[src/design/ssu_pkg.sv]
// package: signature table, constants and shared types of the signature scanner
`default_nettype none
package ssu_pkg;

    localparam int CNT_W      = 27;
    localparam int TS_W       = 16;
    localparam int IDX_W      = 6;
    localparam int SCORE_W    = 7;
    localparam int SIG_BYTES  = 16;
    localparam int QUEUE_DEPTH = 2;
    localparam int DEF_PATTERNS = 23;
    localparam int DEF_MAX_PATTERN_LEN = 16;

    localparam logic [CNT_W-1:0] CNT_MAX = {CNT_W{1'b1}};
    localparam logic [CNT_W-1:0] MAX_FILE_RESET = 27'd104857600;
    localparam logic [TS_W-1:0]  TEXT_SAMPLE_RESET = 16'd4096;

    localparam logic REG_MAX_FILE    = 1'b0;
    localparam logic REG_TEXT_SAMPLE = 1'b1;

    localparam logic [1:0] KIND_NONE  = 2'd0;
    localparam logic [1:0] KIND_ELF   = 2'd1;
    localparam logic [1:0] KIND_MACHO = 2'd2;
    localparam logic [1:0] KIND_PE    = 2'd3;

    typedef struct packed {
        logic [6:0]           len;
        logic [SCORE_W-1:0]   score;
        logic                 crit;
        logic [8*SIG_BYTES-1:0] seq;
    } sig_t;

    typedef struct packed {
        logic [1:0] kind;
        logic       suppress;
    } file_info_t;

    function automatic sig_t sig_entry(input logic [IDX_W-1:0] idx);
        sig_t s;
        s = '0;
        unique case (idx)
            6'd0:  s = '{7'd16, 7'd80, 1'b1, 128'h90909090909090909090909090909090};
            6'd1:  s = '{7'd16, 7'd80, 1'b1, 128'h90909090909090909090909090909090};
            6'd2:  s = '{7'd16, 7'd75, 1'b1, 128'h0000a0e10000a0e10000a0e10000a0e1};
            6'd3:  s = '{7'd2,  7'd90, 1'b1, {16'hcd80, 112'h0}};
            6'd4:  s = '{7'd2,  7'd90, 1'b1, {16'h0f05, 112'h0}};
            6'd5:  s = '{7'd8,  7'd95, 1'b1, {64'h2f62696e2f736800, 64'h0}};
            6'd6:  s = '{7'd3,  7'd85, 1'b1, {24'h736800, 104'h0}};
            6'd7:  s = '{7'd6,  7'd85, 1'b1, {48'hd9eed97424f4, 80'h0}};
            6'd8:  s = '{7'd5,  7'd80, 1'b1, {40'he800000000, 88'h0}};
            6'd9:  s = '{7'd3,  7'd80, 1'b1, {24'h488d1d, 104'h0}};
            6'd10: s = '{7'd8,  7'd95, 1'b1, {64'h6a6658996a015b52, 64'h0}};
            6'd11: s = '{7'd10, 7'd95, 1'b1, {80'h6a2958996a025f6a015e, 48'h0}};
            6'd12: s = '{7'd8,  7'd95, 1'b1, {64'h31c031db31c9b066, 64'h0}};
            6'd13: s = '{7'd9,  7'd92, 1'b1, {72'h2f6465762f7463702f, 56'h0}};
            6'd14: s = '{7'd3,  7'd90, 1'b1, {24'hfce882, 104'h0}};
            6'd15: s = '{7'd8,  7'd90, 1'b1, {64'hfc4883e4f0e8c000, 64'h0}};
            6'd16: s = '{7'd5,  7'd85, 1'b1, {40'h6a4358cd80, 88'h0}};
            6'd17: s = '{7'd2,  7'd90, 1'b1, {16'h94c3, 112'h0}};
            6'd18: s = '{7'd16, 7'd75, 1'b0, 128'h0c0c0c0c0c0c0c0c0c0c0c0c0c0c0c0c};
            6'd19: s = '{7'd2,  7'd85, 1'b1, {16'hffe4, 112'h0}};
            6'd20: s = '{7'd2,  7'd85, 1'b1, {16'hffd4, 112'h0}};
            6'd21: s = '{7'd7,  7'd80, 1'b0, {56'hd9e1d97424f458, 72'h0}};
            6'd22: s = '{7'd7,  7'd85, 1'b1, {56'hd9eed97424f45a, 72'h0}};
            default: s = '0;
        endcase
        return s;
    endfunction

endpackage
`default_nettype wire

[src/design/ssu_fifo.sv]
// small queue of file summaries between front and back
`default_nettype none
module ssu_fifo #(
    parameter int WIDTH = 8,
    parameter int DEPTH = ssu_pkg::QUEUE_DEPTH
) (
    input  wire logic             clk,
    input  wire logic             rst_n,
    input  wire logic             push,
    input  wire logic [WIDTH-1:0] wdata,
    output logic                  not_full,
    input  wire logic             pop,
    output logic [WIDTH-1:0]      rdata,
    output logic                  not_empty
);
    localparam int PW = (DEPTH > 1) ? $clog2(DEPTH) : 1;
    localparam int CW = $clog2(DEPTH + 1);

    logic [WIDTH-1:0] mem [DEPTH];
    logic [PW-1:0]    wr_reg, rd_reg;
    logic [CW-1:0]    cnt_reg;

    assign not_full  = cnt_reg != CW'(DEPTH);
    assign not_empty = cnt_reg != '0;
    assign rdata     = mem[rd_reg];

    always_ff @(posedge clk)
    begin
        if (push && not_full)
            mem[wr_reg] <= wdata;
    end

    always_ff @(posedge clk or negedge rst_n)
    begin
        if (!rst_n)
        begin
            wr_reg  <= '0;
            rd_reg  <= '0;
            cnt_reg <= '0;
        end
        else
        begin
            if (push && not_full)
                wr_reg <= (wr_reg == PW'(DEPTH - 1)) ? '0 : wr_reg + PW'(1);
            if (pop && not_empty)
                rd_reg <= (rd_reg == PW'(DEPTH - 1)) ? '0 : rd_reg + PW'(1);
            cnt_reg <= cnt_reg + CW'(push && not_full) - CW'(pop && not_empty);
        end
    end

endmodule
`default_nettype wire

[config.mk]
export PLATFORM = sky130hd
export DESIGN_NAME = ssu_fifo
export DESIGN_NICKNAME = d
export VERILOG_FILES = /design/src/design/ssu_pkg.sv /design/src/design/ssu_fifo.sv
export SDC_FILE = /design/constraint.sdc
export NUM_CORES = 1
export LEC_CHECK = 0
export BUFFER_PORTS_ARGS = -buffer_cell sky130_fd_sc_hd__buf_2
export CAP_MARGIN = 20
export CORE_MARGIN = 2
export CORE_UTILIZATION = 40
export DETAILED_ROUTE_END_ITERATION = 8
export PLACE_DENSITY = 0.65
export SYNTH_ARGS = -nofsm -noshare
export SYNTH_HDL_FRONTEND = slang
export SYNTH_SLANG_ARGS = --single-unit
[constraint.sdc]
create_clock -name clk -period 1.85 [get_ports clk]
set_input_delay 0.2775 -clock clk [delete_from_list [all_inputs] [get_ports clk]]
set_output_delay 0.2775 -clock clk [all_outputs]
set_load 0.005 [all_outputs]
==> results.py, run 1 <==
metrics = {
    "pwr": {
        "swShare_pct": 26.5,
        "p_leak_nw": 0.396,
        "pwr-share-seq_pct": 48.3,
        "clkPwrFrac_pct": 23.3,
        "vdd_ir_drop_max_v": 0.000686,
        "power_density_nw_per_um2": 1490,
        "power_frac_comb_pct": 28.4,
        "p_int_mw": 1.10,
        "total_power_mw": 1.49,
        "switchingPower_mw": 0.394,
    },
    "clock_tree": {
        "cts_tree": "built",
        "clockBufferDepth": 2,
        "clk_pin_slew_worst_paths_ns": 0.12,
        "cts.sinks": 20,
        "htreeDepth": 1,
        "clock-root-buffer": "clkbuf_4",
        "numCtsBuffers": 3,
        "clock_latency_ns": 0.29,
        "ctsResizeCount": 0,
    },
    "global_routing": {
        "grt_use_met2_pct": 18.5,
        "grt_util_met1_pct": 13.8,
        "grt.overflow.total": 0,
        "grt_pass1_vias": 444,
        "grt_first_pass_wirelength_um": 1950,
        "grt_max_degree": 13,
        "gr-usage-met3_pct": 3.09,
        "grt_usage_pct": 10.9,
        "antenna_found_initial": 0,
        "busiest_layer": "met2",
    },
    "critical_path": {
        "endpoint_kind": "primary output",
        "critPathRequiredTime_ns": 1.57,
        "worstPathMaxFanout": 9,
        "path_class": "reg -> out",
        "crit_arrival_ns": 1.39,
        "path_cells": "mux2_2 -> buf_2",
        "slowest_stage": "dfrtp_1",
        "startpoint_type": "register",
        "cpPeakStageDelay_ns": 0.59,
    },
    "sta": {
        "setup_viol": 0,
        "tightest_slew_ns": 0.379,
        "hold_violations": 0,
        "fin_crit_sh_pct": 90.3,
        "fin_crit_ns": 1.67,
        "setup_tns_ns": 0,
        "rsz0062_at_grt": "no",
        "slew_headroom_pct": 74.7,
        "fmax_mhz": 599,
        "fin_skew_ns": 0.0114,
        "maxSlewViolCount": 0,
    },
    "drt": {
        "routed_wl_um": 1170,
        "drc": 0,
        "first_pass_iters": 3,
        "wire_per_inst_um": 11.9,
        "vias": 445,
        "ant_nets": 0,
        "drtIter0Drc": 3,
        "detail_route.vias_per_cell": 4.54,
    },
    "layout": {
        "layout-drive-gt1-share_pct": 50.7,
        "fin_nets": 85,
        "largest_reg_flops": 16,
        "final_cells": 98,
        "diodes": 0,
        "area_growth_pct": 25.5,
    },
    "logic_synthesis": {
        "netlist_area_um2": 798,
        "ys_ff_latch": 20,
        "synth_top_area_share_pct": 60.2,
        "syn-num-nets": 58,
        "yosys-top-cells-area": "edfxtp_1 60%, dfrtp_1 13%, mux2_2 11%",
        "syn_avg_cell_area_um2": 17.7,
        "ys_warn_count": 0,
        "netlist_instances": 45,
        "synth_largest_area_cell": "edfxtp_1",
        "synth_seq_area_share_pct": 72.7,
        "synth_cell_types": 16,
    },
    "placement": {
        "place.gp.congestion": 0.628,
        "dpl.cell_count": 93,
        "io_buffers": 21,
        "dp_hpwl_um": 833,
    },
    "run_status": {
        "status": "finished clean",
    },
    "floorplanning": {
        "die_w_um": 48.7,
        "rows": 16,
        "ios": 22,
        "die_h_um": 48.7,
        "initial_core_util_pct": 41.5,
        "die_area_um2": 2370,
        "core_um2": 1920,
    },
    "job": {
        "drv_cap": 0,
    },
    "worst_hold_path": {
        "hold_path.class": "in -> reg",
    },
}
==> per-stage QoR <==
step / instance area [um2] / setup WS (ns) / util, % / hold slack [ns]
2_1_floorplan: 798 / 0.442 / - / -0.0181
4_1_cts: 1000 / 0.156 / 52.1 / 0.158
6_report: 1000 / 0.180 / 52.1 / 0.160
5_1_grt: 1000 / 0.0875 / 52.1 / 0.147
3_5_place_dp: 940 / 0.508 / 48.9 / 0.0923
3_3_place_gp: 940 / 0.511 / 48.9 / 0.0907
==> cell usage in the layout (no fill, tap or decap) <==
cell,synthesis,final
buf_2,1,21
edfxtp_1,16,16
mux2_2,8,8
dfrtp_1,4,4
xnor2_1,3,3
clkbuf_4,0,3
nor2_1,2,2
nand2_1,2,2
or2_1,1,1
nand2b_1,1,1
a21oi_1,1,1
a311oi_1,1,1
and2b_1,1,1
and4bb_1,1,1
a311oi_2,1,1
and3_2,1,1
ha_1,1,1
bufinv_16,0,1
dlygate4sd3_1,0,1
buf_4,0,1
==> cells by family after synthesis <==
kind of cell | after synthesis | synth area share [%]
muxes | 8 | 11.3
buffers and inverters | 1 | 0.626
DFF | 20 | 72.7
adders and majority gates | 1 | 1.57
xor gates and xnor gates | 3 | 3.29
and+or+nand+nor | 9 | 6.90
AOI/OAI and AO/OA | 3 | 3.60
==> Yosys cell counts (all sizes together) <==
| master | count |
|---|---|
| xnor2 | 3 |
| and3 | 1 |
| dfrtp | 4 |
| or2 | 1 |
| ha | 1 |
| nand2 | 2 |
| buf | 1 |
| edfxtp | 16 |
| mux2 | 8 |
| and4bb | 1 |
| a21oi | 1 |
| a311oi | 2 |
| and2b | 1 |
| nand2b | 1 |
| nor2 | 2 |
==> worst max-delay path: cells and delay by family, from the launching register on <==
family | cells | cell delay (ns)
buffers and inverters | 1 | 0.13
flip-flops | 1 | 0.59
multiplexers | 1 | 0.38
==> worst paths after layout <==
kind / start / end / slack (ns) / cells past startpoint
min in group asynchronous: rst_n / wr_reg / 0.31 / 2
max: rd_reg / rdata[2] / 0.18 / 2
min reg2reg: wr_reg / wr_reg / 0.50 / 1
max in group asynchronous: rst_n / cnt_reg[0] / 1.40 / 2
max reg2reg: cnt_reg[0] / cnt_reg[0] / 0.53 / 4
min: wdata[4] / mem[1][4] / 0.16 / 1
==> per-layer routing <==
metal	up-vias	share of wire, %
met1	208	45
met4	0	0
met3	0	4.5
met5	-	0
li1	224	-
met2	13	50
==> timing repair <==
action                                  in CTS  in global routing
hold buffers                                 1                  0
endpoints found under the setup margin       0                  0
hold endpoints to repair                     4                  0
setup buffers                                0                  0
==> power groups by stage <==
stage | combinational [mW] | clock (mW) | sequential (mW)
CTS | 0.434 | 0.354 | 0.722
floorplan | 0.316 | 0 | 0.679
global placement | 0.425 | 0 | 0.728
global route | 0.477 | 0.368 | 0.740
detailed placement | 0.432 | 0 | 0.730
finish | 0.423 | 0.347 | 0.720
==> cell type report <==
| class | count | area (um2) |
|---|---|---|
| multi-input combinational | 24 | 213 |
| clock inverter | 1 | 30.0 |
| sequential | 20 | 581 |
| clock buffer | 3 | 22.5 |
| timing repair buffer | 23 | 123 |
| tap | 27 | 33.8 |
| fill | 183 | 920 |
(Power assumes the default switching activity.)
==> inputs of run 2 (changes only) <==
--- a/config.mk
+++ b/config.mk
@@ -5,7 +5,7 @@
 export SDC_FILE = /design/constraint.sdc
 export NUM_CORES = 1
 export LEC_CHECK = 0
-export BUFFER_PORTS_ARGS = -buffer_cell sky130_fd_sc_hd__buf_2
+export BUFFER_PORTS_ARGS = -buffer_cell sky130_fd_sc_hd__buf_4
 export CAP_MARGIN = 20
 export CORE_MARGIN = 2
 export CORE_UTILIZATION = 40
==> run 2 against run 1 <==
Compared with the run above:
- sequential share of layout area shrank 1.5 points
- largest power group unchanged
- setup slack improved by 0.025 ns
- design area is 2.6% higher
- highest routed layer unchanged
- via count rose by 0.67%
- critical path depth unchanged
- die area is the same
- clock skew down 0.0047 ns
- final cell count did not move
- sequential cell count did not move
- clock power shrank 43%
- count of clock-buffer cells in the layout is 1 higher
- first-iteration DRC count increased by 33%
==> results.py, run 2 (synthesized netlist as in run 1, its figures left out) <==
metrics = {
    "run_status": {
        "status": "finished clean",
    },
    "critical_path": {
        "ff2ff_path_depth": 5,
        "cpPeakStageDelay_ns": 0.57,
        "path_cells": "mux2_2 -> buf_4",
        "reg2reg_to": "cnt_reg[1]",
        "crit_arrival_ns": 1.37,
        "endpoint_kind": "primary output",
        "worstPathMaxFanout": 9,
        "crit_start": "rd_reg",
        "startpoint_type": "register",
        "critPathRequiredTime_ns": 1.57,
        "crit_family": "flip-flops",
        "critPathBufInv": 1,
        "rrSetupSlack_ns": 0.47,
        "rr_startpoint": "cnt_reg[0]",
        "slowest_stage": "dfrtp_1",
        "path_class": "reg -> out",
    },
    "layout": {
        "area_growth_pct": 28.8,
        "layout-drive-gt1-share_pct": 49.3,
        "finish.instance_area_um2": 1030,
        "layout_common_cells": "22 x buf_4, 16 x edfxtp_1, 8 x mux2_2",
        "fin_nets": 85,
        "mostFrequentLayoutCell": "buf_4",
        "diodes": 0,
        "largest_reg_flops": 16,
    },
    "pwr": {
        "switchingPower_mw": 0.384,
        "vdd_ir_drop_max_v": 0.000662,
        "pwr-share-seq_pct": 51.3,
        "power_frac_comb_pct": 34.7,
        "power_density_nw_per_um2": 1360,
        "p_int_mw": 1.02,
        "swShare_pct": 27.4,
        "clkPwrFrac_pct": 14.1,
        "p_leak_nw": 0.403,
    },
    "sta": {
        "rsz0062_at_grt": "no",
        "fin_crit_ns": 1.65,
        "fmax_mhz": 608,
        "fin_crit_sh_pct": 89.0,
        "fin_skew_ns": 0.00673,
        "hold_violations": 0,
        "tightest_slew_ns": 0.368,
        "slew_headroom_pct": 75.4,
        "setup_tns_ns": 0,
        "maxSlewViolCount": 0,
        "setup_viol": 0,
    },
    "drt": {
        "detail_route.vias_per_cell": 4.57,
        "first_pass_iters": 2,
        "ant_nets": 0,
        "wire_per_inst_um": 11.3,
        "routed_wl_um": 1110,
        "vias": 448,
        "drtIter0Drc": 4,
        "drc": 0,
    },
    "global_routing": {
        "grt_pass1_vias": 412,
        "grt.overflow.total": 0,
        "antenna_found_initial": 0,
        "grt_max_degree": 12,
        "grt_usage_pct": 10.1,
        "grt_first_pass_wirelength_um": 1760,
    },
    "floorplanning": {
        "ios": 22,
        "rows": 16,
        "initial_core_util_pct": 41.5,
        "die_area_um2": 2370,
        "die_h_um": 48.7,
        "die_w_um": 48.7,
        "core_um2": 1920,
    },
    "placement": {
        "place.gp.congestion": 0.654,
        "placedInstanceArea_um2": 992,
        "io_buffers": 21,
        "dp_hpwl_um": 819,
    },
    "job": {
        "drv_cap": 0,
    },
    "clock_tree": {
        "clock_latency_ns": 0.28,
        "ctsResizeCount": 0,
        "cts_tree": "built",
        "clockBufferDepth": 2,
        "cts.sinks": 20,
        "clock-root-buffer": "clkbuf_4",
        "clk_pin_slew_worst_paths_ns": 0.10,
        "numCtsBuffers": 3,
        "htreeDepth": 1,
    },
    "worst_hold_path": {
        "min-delay-start": "wdata[1]",
        "min_to": "mem[0][1]",
        "hold_depth": 1,
        "hold_path.class": "in -> reg",
    },
}
[run 2: cell count changes in the layout (fill, tap and decap cells not counted), sizes merged]
| cell | previous run | this run |
|---|---|---|
| bufinv | 1 | 0 |
| clkbuf | 3 | 4 |
[run 2: worst reg2reg max path, stage by stage, from the launching register on]
cell and delay, ns:
dfrtp_1 0.44, nand2b_1 0.19, a21oi_1 0.09, a311oi_1 0.26
ha_1 0.21, xnor2_1 0.11
[run 2: routing by layer]
metal | share of wire (%) | GRT usage (%) | up-vias
met3 | 5.4 | 3.09 | 0
li1 | - | - | 224
met1 | 45 | 12.9 | 211
met5 | 0 | 0 | -
met2 | 50 | 16.0 | 13
met4 | 0 | 4.29 | 0
[run 2: worst max-delay path by stage]
stage	end	slack (ns)	depth (start not counted)
2_1_floorplan	mem[0][0]	0.44	3
3_3_place_gp	rdata[3]	0.49	2
3_5_place_dp	rdata[3]	0.49	2
4_1_cts	rdata[3]	0.17	2
5_1_grt	rdata[4]	0.09	2
6_report	rdata[4]	0.20	2
[run 2: per-stage QoR]
stage | utilization (%) | total power [mW] | hold slack [ns] | cells | setup slack [ns]
after global placement | 51.6 | 1.22 | 0.0796 | 93 | 0.495
after floorplan | - | 0.996 | -0.0181 | 45 | 0.442
after detailed placement | 51.6 | 1.23 | 0.0801 | 93 | 0.491
after global routing | 53.5 | 1.51 | 0.144 | 98 | 0.0934
final | 53.5 | 1.40 | 0.168 | 98 | 0.204
after CTS | 53.5 | 1.43 | 0.152 | 98 | 0.165
[run 2: what timing repair did]
| item | 4_1_cts | 5_1_grt |
|---|---|---|
| hold buffers | 1 | 0 |
| hold endpoints to repair | 4 | 0 |
| buffers inserted | 0 | 0 |
[run 2: final cells by class]
| cell class | instances | area [um2] |
|---|---|---|
| sequential | 20 | 581 |
| multi-input combinational | 24 | 213 |
| timing repair buffer | 23 | 175 |
| clock buffer | 4 | 26.3 |
| tap | 27 | 33.8 |
| fill | 179 | 893 |
[run 2: power groups by stage]
stage / clock [mW] / sequential (mW) / combinational (mW)
3_5_place_dp: 0 / 0.730 / 0.496
5_1_grt: 0.230 / 0.739 / 0.537
6_report: 0.197 / 0.719 / 0.486
3_3_place_gp: 0 / 0.727 / 0.492
2_1_floorplan: 0 / 0.679 / 0.316
4_1_cts: 0.212 / 0.721 / 0.498
